===== src/rtl/bmpm_pkg.sv =====
// Shared definitions for the blend mode pixel mixer.
// Holds the blend mode codes, the pipeline enable struct and the exact divide-by-255 helper.
// No dependencies; every other file in rtl/ refers to it by scoped names.
`default_nettype none

package bmpm_pkg;

    // Blend mode register codes. Codes 9 to 15 pass the source color through.
    localparam logic [3:0] MODE_NORMAL   = 4'd0;
    localparam logic [3:0] MODE_OVERLAY  = 4'd1;
    localparam logic [3:0] MODE_ADD      = 4'd2;
    localparam logic [3:0] MODE_SUBTRACT = 4'd3;
    localparam logic [3:0] MODE_MULTIPLY = 4'd4;
    localparam logic [3:0] MODE_SCREEN   = 4'd5;
    localparam logic [3:0] MODE_DIFF     = 4'd6;
    localparam logic [3:0] MODE_REV_SUB  = 4'd7;
    localparam logic [3:0] MODE_INV_SUB  = 4'd8;

    localparam logic [7:0] CHAN_MAX   = 8'hff;
    localparam logic [8:0] ALPHA_ONE  = 9'h100;

    // Register index of the only configuration register.
    localparam logic REG_BLEND_MODE = 1'b0;

    // Load enables of the first two pipeline stages.
    typedef struct packed {
        logic en1;
        logic en2;
    } t_pipe_ctl;

    // Exact floor(x / 255) for x in 0..65025.
    function automatic logic [7:0] div255(input logic [15:0] x);
        logic [16:0] x1;
        logic [16:0] sum;
        x1  = {1'b0, x} + 17'd1;
        sum = x1 + {8'd0, x1[16:8]};
        return sum[15:8];
    endfunction

endpackage

`default_nettype wire


===== src/rtl/blend_mode_pixel_mixer.sv =====
// Top level of the blend mode pixel mixer: APB register, pipeline control and datapath.
// Depends on bmpm_pkg, bmpm_blend_chan and bmpm_mix_chan.
//
// Usage: each input beat carries a destination pixel (ARGB bytes), a source color
// whose top byte is the source alpha, and a coverage byte where 64 means full.
// Each output beat carries the mixed destination pixel in the same byte layout.
// Both channels use valid/ready; one output beat is produced for every input beat,
// in order.
//
// A beat accepted into stage 1 moves on to stages 2 and 3, and the stage 3 valid flag
// drives o_out_valid; the beat leaves when the output side is not stalling. The
// pipeline takes one beat per clock while the output side is not stalling; the three
// stages are the operand multiply, the exact divide by 255 with mode selection, and the
// final alpha mix. The last stage register is the output register.
//
// When the receiver stalls, each stage holds its beat while the stage after it is
// full, and o_in_ready drops only when all three stages are occupied. Empty stages
// keep filling, so no beat is lost or repeated.
//
// Reset (i_rst_n low, synchronous) empties the pipeline and sets blend_mode to
// normal. The blend_mode register sits at APB address 0 and must only be written
// while the pipeline is empty.
`default_nettype none

module blend_mode_pixel_mixer (
    input  wire logic        i_clk,
    input  wire logic        i_rst_n,
    // Input beat channel.
    input  wire logic        i_in_valid,
    output logic             o_in_ready,
    input  wire logic [31:0] i_dst_pixel,
    input  wire logic [31:0] i_src_color,
    input  wire logic [7:0]  i_coverage,
    // Output beat channel.
    output logic             o_out_valid,
    input  wire logic        i_out_ready,
    output logic      [31:0] o_mixed_pixel,
    // APB configuration port.
    input  wire logic        psel,
    input  wire logic        penable,
    input  wire logic        pwrite,
    input  wire logic [2:0]  paddr,
    input  wire logic [31:0] pwdata,
    output logic      [31:0] prdata,
    output logic             pready
);

    bmpm_pkg::t_pipe_ctl w_ctl;
    logic                w_en3;
    logic                w_accept;
    logic [15:0]         w_alpha_prod;
    logic [23:0]         w_b;
    logic [23:0]         w_d;

    logic [3:0]          r_mode;
    logic                r_v1;
    logic                r_v2;
    logic                r_v3;
    logic [7:0]          r_a1;
    logic [7:0]          r_a2;
    logic [7:0]          r_da1;
    logic [7:0]          r_da2;

    // ------------------------------------------------------------------
    // Configuration register. Only the low four bits of the data are kept.
    // ------------------------------------------------------------------
    assign pready = 1'b1;
    assign prdata = (paddr[2] == bmpm_pkg::REG_BLEND_MODE) ? {28'd0, r_mode} : 32'd0;

    always_ff @(posedge i_clk) begin
        if (!i_rst_n) begin
            r_mode <= bmpm_pkg::MODE_NORMAL;
        end else if (psel && penable && pwrite && pready &&
                     (paddr[2] == bmpm_pkg::REG_BLEND_MODE)) begin
            r_mode <= pwdata[3:0];
        end
    end

    // ------------------------------------------------------------------
    // Pipeline control. A stage loads when it is empty or its beat moves on.
    // ------------------------------------------------------------------
    assign w_en3      = !r_v3 || i_out_ready;
    assign w_ctl.en2  = !r_v2 || w_en3;
    assign w_ctl.en1  = !r_v1 || w_ctl.en2;
    assign o_in_ready = w_ctl.en1;
    assign w_accept   = i_in_valid && o_in_ready;

    always_ff @(posedge i_clk) begin
        if (!i_rst_n) begin
            r_v1 <= 1'b0;
            r_v2 <= 1'b0;
            r_v3 <= 1'b0;
        end else begin
            if (w_ctl.en1) begin
                r_v1 <= w_accept;
            end
            if (w_ctl.en2) begin
                r_v2 <= r_v1;
            end
            if (w_en3) begin
                r_v3 <= r_v2;
            end
        end
    end

    assign o_out_valid = r_v3;

    // ------------------------------------------------------------------
    // Effective alpha. Coverage above full wraps through the byte mask.
    // ------------------------------------------------------------------
    assign w_alpha_prod = i_coverage * i_src_color[31:24];

    always_ff @(posedge i_clk) begin
        if (w_ctl.en1) begin
            r_a1  <= w_alpha_prod[13:6];
            r_da1 <= i_dst_pixel[31:24];
        end
        if (w_ctl.en2) begin
            r_a2  <= r_a1;
            r_da2 <= r_da1;
        end
    end

    // ------------------------------------------------------------------
    // Color channels: blend in stages 1 and 2, mix in stage 3.
    // ------------------------------------------------------------------
    for (genvar g = 0; g < 3; g++) begin : g_chan
        bmpm_blend_chan u_blend (
            .i_clk  (i_clk),
            .i_ctl  (w_ctl),
            .i_mode (r_mode),
            .i_c    (i_src_color[8*g +: 8]),
            .i_d    (i_dst_pixel[8*g +: 8]),
            .o_b    (w_b[8*g +: 8]),
            .o_d    (w_d[8*g +: 8])
        );

        bmpm_mix_chan u_mix (
            .i_clk (i_clk),
            .i_en  (w_en3),
            .i_d   (w_d[8*g +: 8]),
            .i_b   (w_b[8*g +: 8]),
            .i_a   (r_a2),
            .o_m   (o_mixed_pixel[8*g +: 8])
        );
    end

    // The alpha byte mixes against a blended value of zero.
    bmpm_mix_chan u_mix_alpha (
        .i_clk (i_clk),
        .i_en  (w_en3),
        .i_d   (r_da2),
        .i_b   (8'd0),
        .i_a   (r_a2),
        .o_m   (o_mixed_pixel[31:24])
    );

`ifndef ASSERT_OFF
    // An accepted beat always occupies the first stage afterwards.
    a_accept_fills: assert property (@(posedge i_clk) disable iff (!i_rst_n)
        w_accept |=> r_v1)
        else $error("accepted beat did not enter stage 1");

    // Input is refused only when every stage is full and the output stalls.
    a_ready_full: assert property (@(posedge i_clk) disable iff (!i_rst_n)
        !o_in_ready |-> (r_v1 && r_v2 && r_v3 && !i_out_ready))
        else $error("input refused with room in the pipeline");

    // A stalled output beat keeps its stage valid and its payload.
    a_stall_holds: assert property (@(posedge i_clk) disable iff (!i_rst_n)
        (r_v3 && !i_out_ready) |=> (r_v3 && $stable(o_mixed_pixel)))
        else $error("stalled output beat was lost or changed");
`endif

endmodule

`default_nettype wire


===== src/rtl/bmpm_blend_chan.sv =====
// One color channel of the blend stage: operand product in stage 1, blend result in stage 2.
// Depends on bmpm_pkg for the mode codes, the enable struct and div255.
`default_nettype none

module bmpm_blend_chan (
    input  wire logic                 i_clk,
    input  wire bmpm_pkg::t_pipe_ctl  i_ctl,
    input  wire logic [3:0]           i_mode,
    input  wire logic [7:0]           i_c,
    input  wire logic [7:0]           i_d,
    output logic      [7:0]           o_b,
    output logic      [7:0]           o_d
);

    logic        w_inv;
    logic [7:0]  w_opc;
    logic [7:0]  w_opd;
    logic [8:0]  w_sum;
    logic [7:0]  w_inv_d;
    logic [7:0]  n_simple;
    logic [7:0]  w_q;
    logic [7:0]  w_q2;
    logic [7:0]  n_b;

    logic [15:0] r_prod;
    logic [7:0]  r_simple;
    logic [3:0]  r_mode;
    logic        r_inv;
    logic [7:0]  r_d1;
    logic [7:0]  r_b2;
    logic [7:0]  r_d2;

    // Screen and the upper half of overlay work on inverted operands.
    assign w_inv = (i_mode == bmpm_pkg::MODE_SCREEN) ||
                   ((i_mode == bmpm_pkg::MODE_OVERLAY) && i_d[7]);
    assign w_opc = w_inv ? ~i_c : i_c;
    assign w_opd = w_inv ? ~i_d : i_d;
    assign w_sum = {1'b0, i_c} + {1'b0, i_d};
    assign w_inv_d = ~i_d;

    always_comb begin
        case (i_mode)
            bmpm_pkg::MODE_ADD: begin
                n_simple = w_sum[8] ? bmpm_pkg::CHAN_MAX : w_sum[7:0];
            end
            bmpm_pkg::MODE_SUBTRACT: begin
                n_simple = (i_d > i_c) ? i_d - i_c : 8'd0;
            end
            bmpm_pkg::MODE_DIFF: begin
                n_simple = (i_c > i_d) ? i_c - i_d : i_d - i_c;
            end
            bmpm_pkg::MODE_REV_SUB: begin
                n_simple = (i_c > i_d) ? i_c - i_d : 8'd0;
            end
            bmpm_pkg::MODE_INV_SUB: begin
                n_simple = (i_c > w_inv_d) ? i_c - w_inv_d : 8'd0;
            end
            default: begin
                n_simple = i_c;
            end
        endcase
    end

    always_ff @(posedge i_clk) begin
        if (i_ctl.en1) begin
            r_prod   <= w_opc * w_opd;
            r_simple <= n_simple;
            r_mode   <= i_mode;
            r_inv    <= w_inv;
            r_d1     <= i_d;
        end
    end

    assign w_q  = bmpm_pkg::div255(r_prod);
    // The quotient stays below 128 in overlay, so doubling fits in a byte.
    assign w_q2 = {w_q[6:0], 1'b0};

    always_comb begin
        case (r_mode)
            bmpm_pkg::MODE_OVERLAY: begin
                n_b = r_inv ? bmpm_pkg::CHAN_MAX - w_q2 : w_q2;
            end
            bmpm_pkg::MODE_MULTIPLY: begin
                n_b = w_q;
            end
            bmpm_pkg::MODE_SCREEN: begin
                n_b = bmpm_pkg::CHAN_MAX - w_q;
            end
            default: begin
                n_b = r_simple;
            end
        endcase
    end

    always_ff @(posedge i_clk) begin
        if (i_ctl.en2) begin
            r_b2 <= n_b;
            r_d2 <= r_d1;
        end
    end

    assign o_b = r_b2;
    assign o_d = r_d2;

endmodule

`default_nettype wire


===== src/rtl/bmpm_mix_chan.sv =====
// One channel of the final alpha mix: (d*(256-a) + b*(a+1)) >> 8, registered.
// Depends on bmpm_pkg for the alpha constant.
`default_nettype none

module bmpm_mix_chan (
    input  wire logic       i_clk,
    input  wire logic       i_en,
    input  wire logic [7:0] i_d,
    input  wire logic [7:0] i_b,
    input  wire logic [7:0] i_a,
    output logic      [7:0] o_m
);

    logic [8:0]  w_ia;
    logic [8:0]  w_ap;
    logic [16:0] w_mix;
    logic [7:0]  r_m;

    assign w_ia  = bmpm_pkg::ALPHA_ONE - {1'b0, i_a};
    assign w_ap  = {1'b0, i_a} + 9'd1;
    // The weights sum to 257, so the total never exceeds 16 bits.
    assign w_mix = ({9'd0, i_d} * {8'd0, w_ia}) + ({9'd0, i_b} * {8'd0, w_ap});

    always_ff @(posedge i_clk) begin
        if (i_en) begin
            r_m <= w_mix[15:8];
        end
    end

    assign o_m = r_m;

endmodule

`default_nettype wire

===== config.mk =====
export PLATFORM = sky130hd
export DESIGN_NAME = blend_mode_pixel_mixer
export DESIGN_NICKNAME = d
export VERILOG_FILES = /design/src/rtl/bmpm_pkg.sv /design/src/rtl/blend_mode_pixel_mixer.sv /design/src/rtl/bmpm_blend_chan.sv /design/src/rtl/bmpm_mix_chan.sv
export SDC_FILE = /design/constraint.sdc
export NUM_CORES = 2
export LEC_CHECK = 0
export BUFFER_PORTS_ARGS = -buffer_cell sky130_fd_sc_hd__buf_4
export CORE_ASPECT_RATIO = 2
export CORE_MARGIN = 10
export CORE_UTILIZATION = 60
export DETAILED_ROUTE_END_ITERATION = 10
export GPL_ROUTABILITY_DRIVEN = 0
export PLACE_DENSITY_LB_ADDON = 0.25
export REMOVE_ABC_BUFFERS = 1
export SKIP_LAST_GASP = 1
export SYNTH_ARGS = -nofsm -noshare
export SYNTH_HDL_FRONTEND = slang
export SYNTH_SLANG_ARGS = --single-unit

===== constraint.sdc =====
create_clock -name i_clk -period 8.16 [get_ports i_clk]
set_input_delay 0.816 -clock i_clk [delete_from_list [all_inputs] [get_ports i_clk]]
set_output_delay 0.816 -clock i_clk [all_outputs]
set_load 0.1 [all_outputs]

# Yosys cells after proc, flatten, opt, wreduce, memory -nomap -nowiden
# Cells that the tools add are included.
[word_totals]
regBits = 222
input_bits = 114
output_inout_bits = 67
[op_classes]
addsub = 29
n_mul = 11
magnitude_cmp = 9
eq_ne = 10
n_mux = 31
bitwise_logic = 7
n_reduce_logical = 16
[op_table]
columns = ["cell", "n"]
rows = [
  ["two-way mux 8 bit", 24],
  ["one-hot mux 8 bit (5 select lines)", 3],
  ["multiplier 8 x 9 -> 16 bit", 7],
  ["> comparator 8 bit", 9],
  ["one-hot mux 8 bit (3 select lines)", 3],
  ["subtractor 8 bit", 9],
  ["adder 16 x 1 -> 17 bit, second input constant", 3],
  ["adder 16 bit", 3],
  ["adder 16 x 9 -> 16 bit", 3],
  ["multiplier 8 x 8 -> 16 bit", 3],
  ["inverter 8 bit", 6],
  ["subtractor 8 bit, first input constant", 6],
  ["adder 8 x 8 -> 9 bit", 3],
  ["== test 4 x 3 -> 1 bit, second input constant", 5],
  ["multiplier 8 x 8 -> 14 bit", 1],
  ["adder 8 x 1 -> 9 bit, second input constant", 1],
  ["subtractor 9 x 8 -> 9 bit, first input constant", 1],
  ["== test 4 x 1 -> 1 bit, second input constant", 2],
  ["== test 4 x 2 -> 1 bit, second input constant", 2],
  ["logical AND 1 bit", 7],
  ["logical OR 1 bit", 6],
  ["== test 4 bit, second input constant", 1],
  ["two-way mux 4 bit", 1],
  ["zero test 1 bit", 3],
  ["inverter 1 bit", 1],
]

# Logic depth before layout (Yosys ltp)
[depth]
depth_word = 5
mapped_depth = 26
ltp_nobuf = 24

# Hierarchy
# A second synthesis with hierarchy kept.
[unflattened]
cells_unflattened = 4747
hier_area_um2 = 43274.0
[by_module_without_submodules]
columns = ["module", "instances", "cells_per_inst", "area_each_um2", "seq_area_each_um2"]
rows = [
  ["bmpm_blend_chan at g_chan[1].u_blend ...", 2, 769, 6627.6, 1591.5],
  ["bmpm_mix_chan at g_chan[0].u_mix ...", 2, 533, 4994.8, 240.2],
  ["bmpm_blend_chan at g_chan[0].u_blend", 1, 771, 6770.2, 1591.5],
  ["bmpm_mix_chan at u_mix_alpha", 1, 540, 4994.8, 240.2],
  ["bmpm_mix_chan at g_chan[2].u_mix", 1, 532, 4954.8, 240.2],
  ["blend_mode_pixel_mixer", 1, 300, 3309.4, 1101.1],
]

# Least setup slack after synthesis
# No wires, ideal clock.
[synth_path]
kind = "flip-flop to flip-flop"
from = "register r_a2[0]"
to = "register g_chan[0].u_mix.r_m[7] (data pin)"
setup_time_ps = 260
t_arrival_ps = 6811
t_required_ps = 7900
slack_ps = 1089
stages_incl_launch_ff = 27
n_path_buf = 3
period_less_slack_ps = 7071
path_cell_list = "edfxtp_1 -> clkbuf_1 -> clkinv_1 -> ha_1 -> nand2_1 -> or3_1 -> nor3_1 -> clkbuf_1 -> clkbuf_1 -> nand2_1 -> fa_1 -> fa_1 -> inv_1 -> fa_1 -> fa_1 -> fa_1 -> inv_1 -> fa_1 -> inv_1 -> ha_1 -> or3_1 -> o21ai_0 -> inv_1 -> o211a_1 -> o32a_1 -> a21o_1 -> xnor2_1"
[synth_via]
elab_chain_cells = 3
[synth_lines]
columns = ["item", "line_no", "source"]
rows = [
  ["start, declared", "blend_mode_pixel_mixer.sv:60", "logic [7:0] r_a2;"],
  ["start signal, assigned", "blend_mode_pixel_mixer.sv:119", "r_a2 <= r_a1;"],
  ["subtractor 9 x 8 -> 9 bit or adder 8 x 1 -> 9 bit (tied branches)", "--", ""],
  ["multiplier 8 x 9 -> 16 bit", "bmpm_mix_chan.sv:22", "assign w_mix = ({9'd0, i_d} * {8'd0, w_ia}) + ({9'd0, i_b} * {8'd0, w_ap});"],
  ["adder 16 bit (*)", "bmpm_mix_chan.sv:22", ""],
  ["net g_chan[0].u_mix.w_mix[15]", "bmpm_mix_chan.sv:16", "logic [16:0] w_mix;"],
  ["end signal, assigned", "bmpm_mix_chan.sv:26", "r_m <= w_mix[15:8];"],
  ["end, declared", "bmpm_mix_chan.sv:17", "logic [7:0] r_m;"],
]
# Mark *: on every way through the listed nets, which the timed path passes. The rest lies on a longest branch.
# A chain may end at the register's enable or synchronous reset.

# Worst setup path after layout
[layout_path]
from = "register r_a2[0]"
to = "register g_chan[2].u_mix.r_m[6] (data pin)"
[layout_via]
elab_chain_cells = 3
[layout_lines]
columns = ["item", "line_no"]
rows = [
  ["subtractor 9 x 8 -> 9 bit or adder 8 x 1 -> 9 bit (tied branches)", "--"],
  ["multiplier 8 x 9 -> 16 bit", "bmpm_mix_chan.sv:22"],
  ["adder 16 bit (*)", "bmpm_mix_chan.sv:22"],
  ["net g_chan[2].u_mix.w_mix[14]", "bmpm_mix_chan.sv:16"],
  ["end signal, assigned", "bmpm_mix_chan.sv:26"],
  ["end, declared", "bmpm_mix_chan.sv:17"],
]
# Marked as above.

==> flow_summary.ini <==
[run]
max_cap_viol_count = 0

[logic_synthesis]
yosys_register_bits = 222
synthFlopType = edfxtp_1
synth_cell_types = 85
yosysSeqAreaShare_pct = 16.84
synth-edff-count = 215
synth.area.top_cells = fa_1 26%, edfxtp_1 16%, ha_1 14%
ys_warn_count = 0
netlist_area_um2 = 39170
netlist.area_leader.share_pct = 26.17
async_flop_share_pct = 0
synthCells = 4386
synth_top_area_cell = fa_1
syn_avg_cell_area_um2 = 8.931

[global_route]
grt_use_total_pct = 27.89
gr-total-overflow = 0
grt_pass1_vias = 33201
antenna_found_initial = 4
grt_max_degree = 80
grt_pass1_wl_um = 170100

[floorplanning]
core_area_um2 = 64740
die_h_um = 381.3
std_cell_rows = 132
dieArea_um2 = 76520
fp.dieW_um = 200.7
start_util_pct = 60.50
io_pins = 181

[clock_tree]
cts_hold_buf = 0
cts_resized = 0
cts.sinks = 222
clockBufferDepth = 3
cts.htree.levels = 1
clk_latency_ns = 0.61
cts_buffers = 25
post-cts-setup-buffers = 0
clkSlewWorstSetupHoldPaths_ns = 0.08
cts_tree = done
clock-root-buffer = clkbuf_16

[timing]
rsz0062_at_grt = false
finalMaxSlewViolations = 0
whs_ns = 0.3963
relSlewSlack_pct = 28.59
tightest_slew_ns = 1.066
finalClockSkew_ns = 0.04646
hold_viol = 0
period_minus_slack_ns = 7.479
fin_crit_sh_pct = 91.66
final.setup.tns_ns = 0
setup_viol_count_final = 0
fmax_mhz = 133.7
timing.final.ws_setup_ns = 0.6808

[routing]
drcViolationCount = 0
routed_wl_um = 106500
drt_first_pass_iters = 8
vias = 31415
ant_nets = 0
vias_per_cell = 5.923
drt_iter0_markers = 2174
wire_per_inst_um = 20.08

[setup_path]
startpoint_type = register
cp_max_fo = 20
cp-end-kind = register
crit_required_ns = 8.49
critical_path_class = reg -> reg
cpMostUsedCell = fa_1
cp.arrival_ns = 7.81
cp_slowest_cell = xor2_2
cp_slowest_stage_delay_ns = 0.63

[placed_design]
preCtsSetupSlack_ns = 0.6777
portBuffers = 121
hpwl_um = 86240

[cells_and_area]
fill_cells = 5572
syn_to_final_growth_pct = 6.270
final_cell_mix = 770 x inv_1, 512 x fa_1, 444 x ha_1
multi_input_area_um2 = 29050
utilization_pct = 64.30
drive_gt1_share_pct = 5.573
fin_nets = 5486
register_area_um2 = 6596
mostFrequentLayoutCell = inv_1

[hold_path]
hp-class = reg -> reg

[status]
run_status = complete, no violations
## logic make-up after synthesis
group,count (synthesis),synth area share (%)
xor gates and xnor gates,204,4.721
other,2,0.01917
muxes,18,0.4824
DFF,222,16.84
AOI/OAI and AO/OA,692,11.23
buffers and inverters,961,9.487
adders and majority gates,956,40.35
and+or+nand+nor,1331,16.87
## worst paths after layout
check / start / endpoint / slack, ns / cells after the start
hold reg to reg: g_chan[0].u_blend.r_d1[0]$_DFFE_PN_ / g_chan[0].u_blend.o_d[0]$_DFFE_PP_ / 0.40 / 0
setup / recovery: r_a2[0]$_DFFE_PP_ / g_chan[2].u_mix.o_m[6]$_DFFE_PP_ / 0.68 / 25
hold / removal: g_chan[0].u_blend.r_d1[0]$_DFFE_PN_ / g_chan[0].u_blend.o_d[0]$_DFFE_PP_ / 0.40 / 0
setup reg to reg: r_a2[0]$_DFFE_PP_ / g_chan[2].u_mix.o_m[6]$_DFFE_PP_ / 0.68 / 25
## registers in the layout (all words and copies together), names as in the netlist
| register | flops |
|---|---|
| g_chan.u_blend.o_b | 24 |
| g_chan.u_blend.o_d | 24 |
| g_chan.u_blend.r_d1 | 24 |
| g_chan.u_blend.r_inv | 3 |
| g_chan.u_blend.r_mode | 4 |
| g_chan.u_blend.r_prod | 48 |
| g_chan.u_blend.r_simple | 24 |
| g_chan.u_mix.o_m | 24 |
| o_out_valid | 1 |
| r_a1 | 8 |
| r_a2 | 8 |
| r_da1 | 8 |
| r_da2 | 8 |
| r_mode | 4 |
| r_v1 | 1 |
| r_v2 | 1 |
| u_mix_alpha.o_m | 8 |
## metrics by stage
| step | cell area [um2] | std cells |
|---|---|---|
| floorplan | 38460 | 4227 |
| global placement | 40880 | 5260 |
| detailed placement | 40880 | 5260 |
| CTS | 41620 | 5303 |
| global route | 41630 | 5304 |
| finish | 41630 | 5304 |
## cell usage after synthesis, types with 50 or more instances
library cell    n
a21oi_1       210
nand2_1       413
nand3_1        83
edfxtp_1      215
nor2_1        237
nor3_1         72
clkbuf_1      140
fa_1          512
nor2b_1        50
inv_1         771
ha_1          444
and2_1        332
xor2_1         50
o21ai_0       184
xnor2_1       149
## layout make-up
cell class,count,share of cell area [%]
Multi-Input combinational cell,3230,69.79
Sequential cell,222,15.85
Inverter,775,6.988
Timing Repair Buffer,162,2.952
Tap cell,871,2.618
Clock buffer,26,1.512
Clock inverter,17,0.2825
Antenna cell,1,0.006012
## routing by layer
metal  part of all wire (%)  global-route usage [%]  up-vias
met5                  0.025                       0        -
met3                    5.8                   3.477      519
met1                     32                   26.57    15307
li1                       -                       -    14277
met4                    8.3                   21.22        4
met2                     54                   53.20     1308
## critical path, delay by kind of cell, from the launching register on
family	cells	cell delay [ns]
buf+inv	7	0.89
flops	1	0.42
compound gates	3	0.34
simple gates	5	1.22
xor+xnor	2	0.78
fa+ha+maj	8	3.55
Power is left out: the tool's default activity adds up to more than one toggle a clock period on the data nets, which glitch-free logic cannot reach.
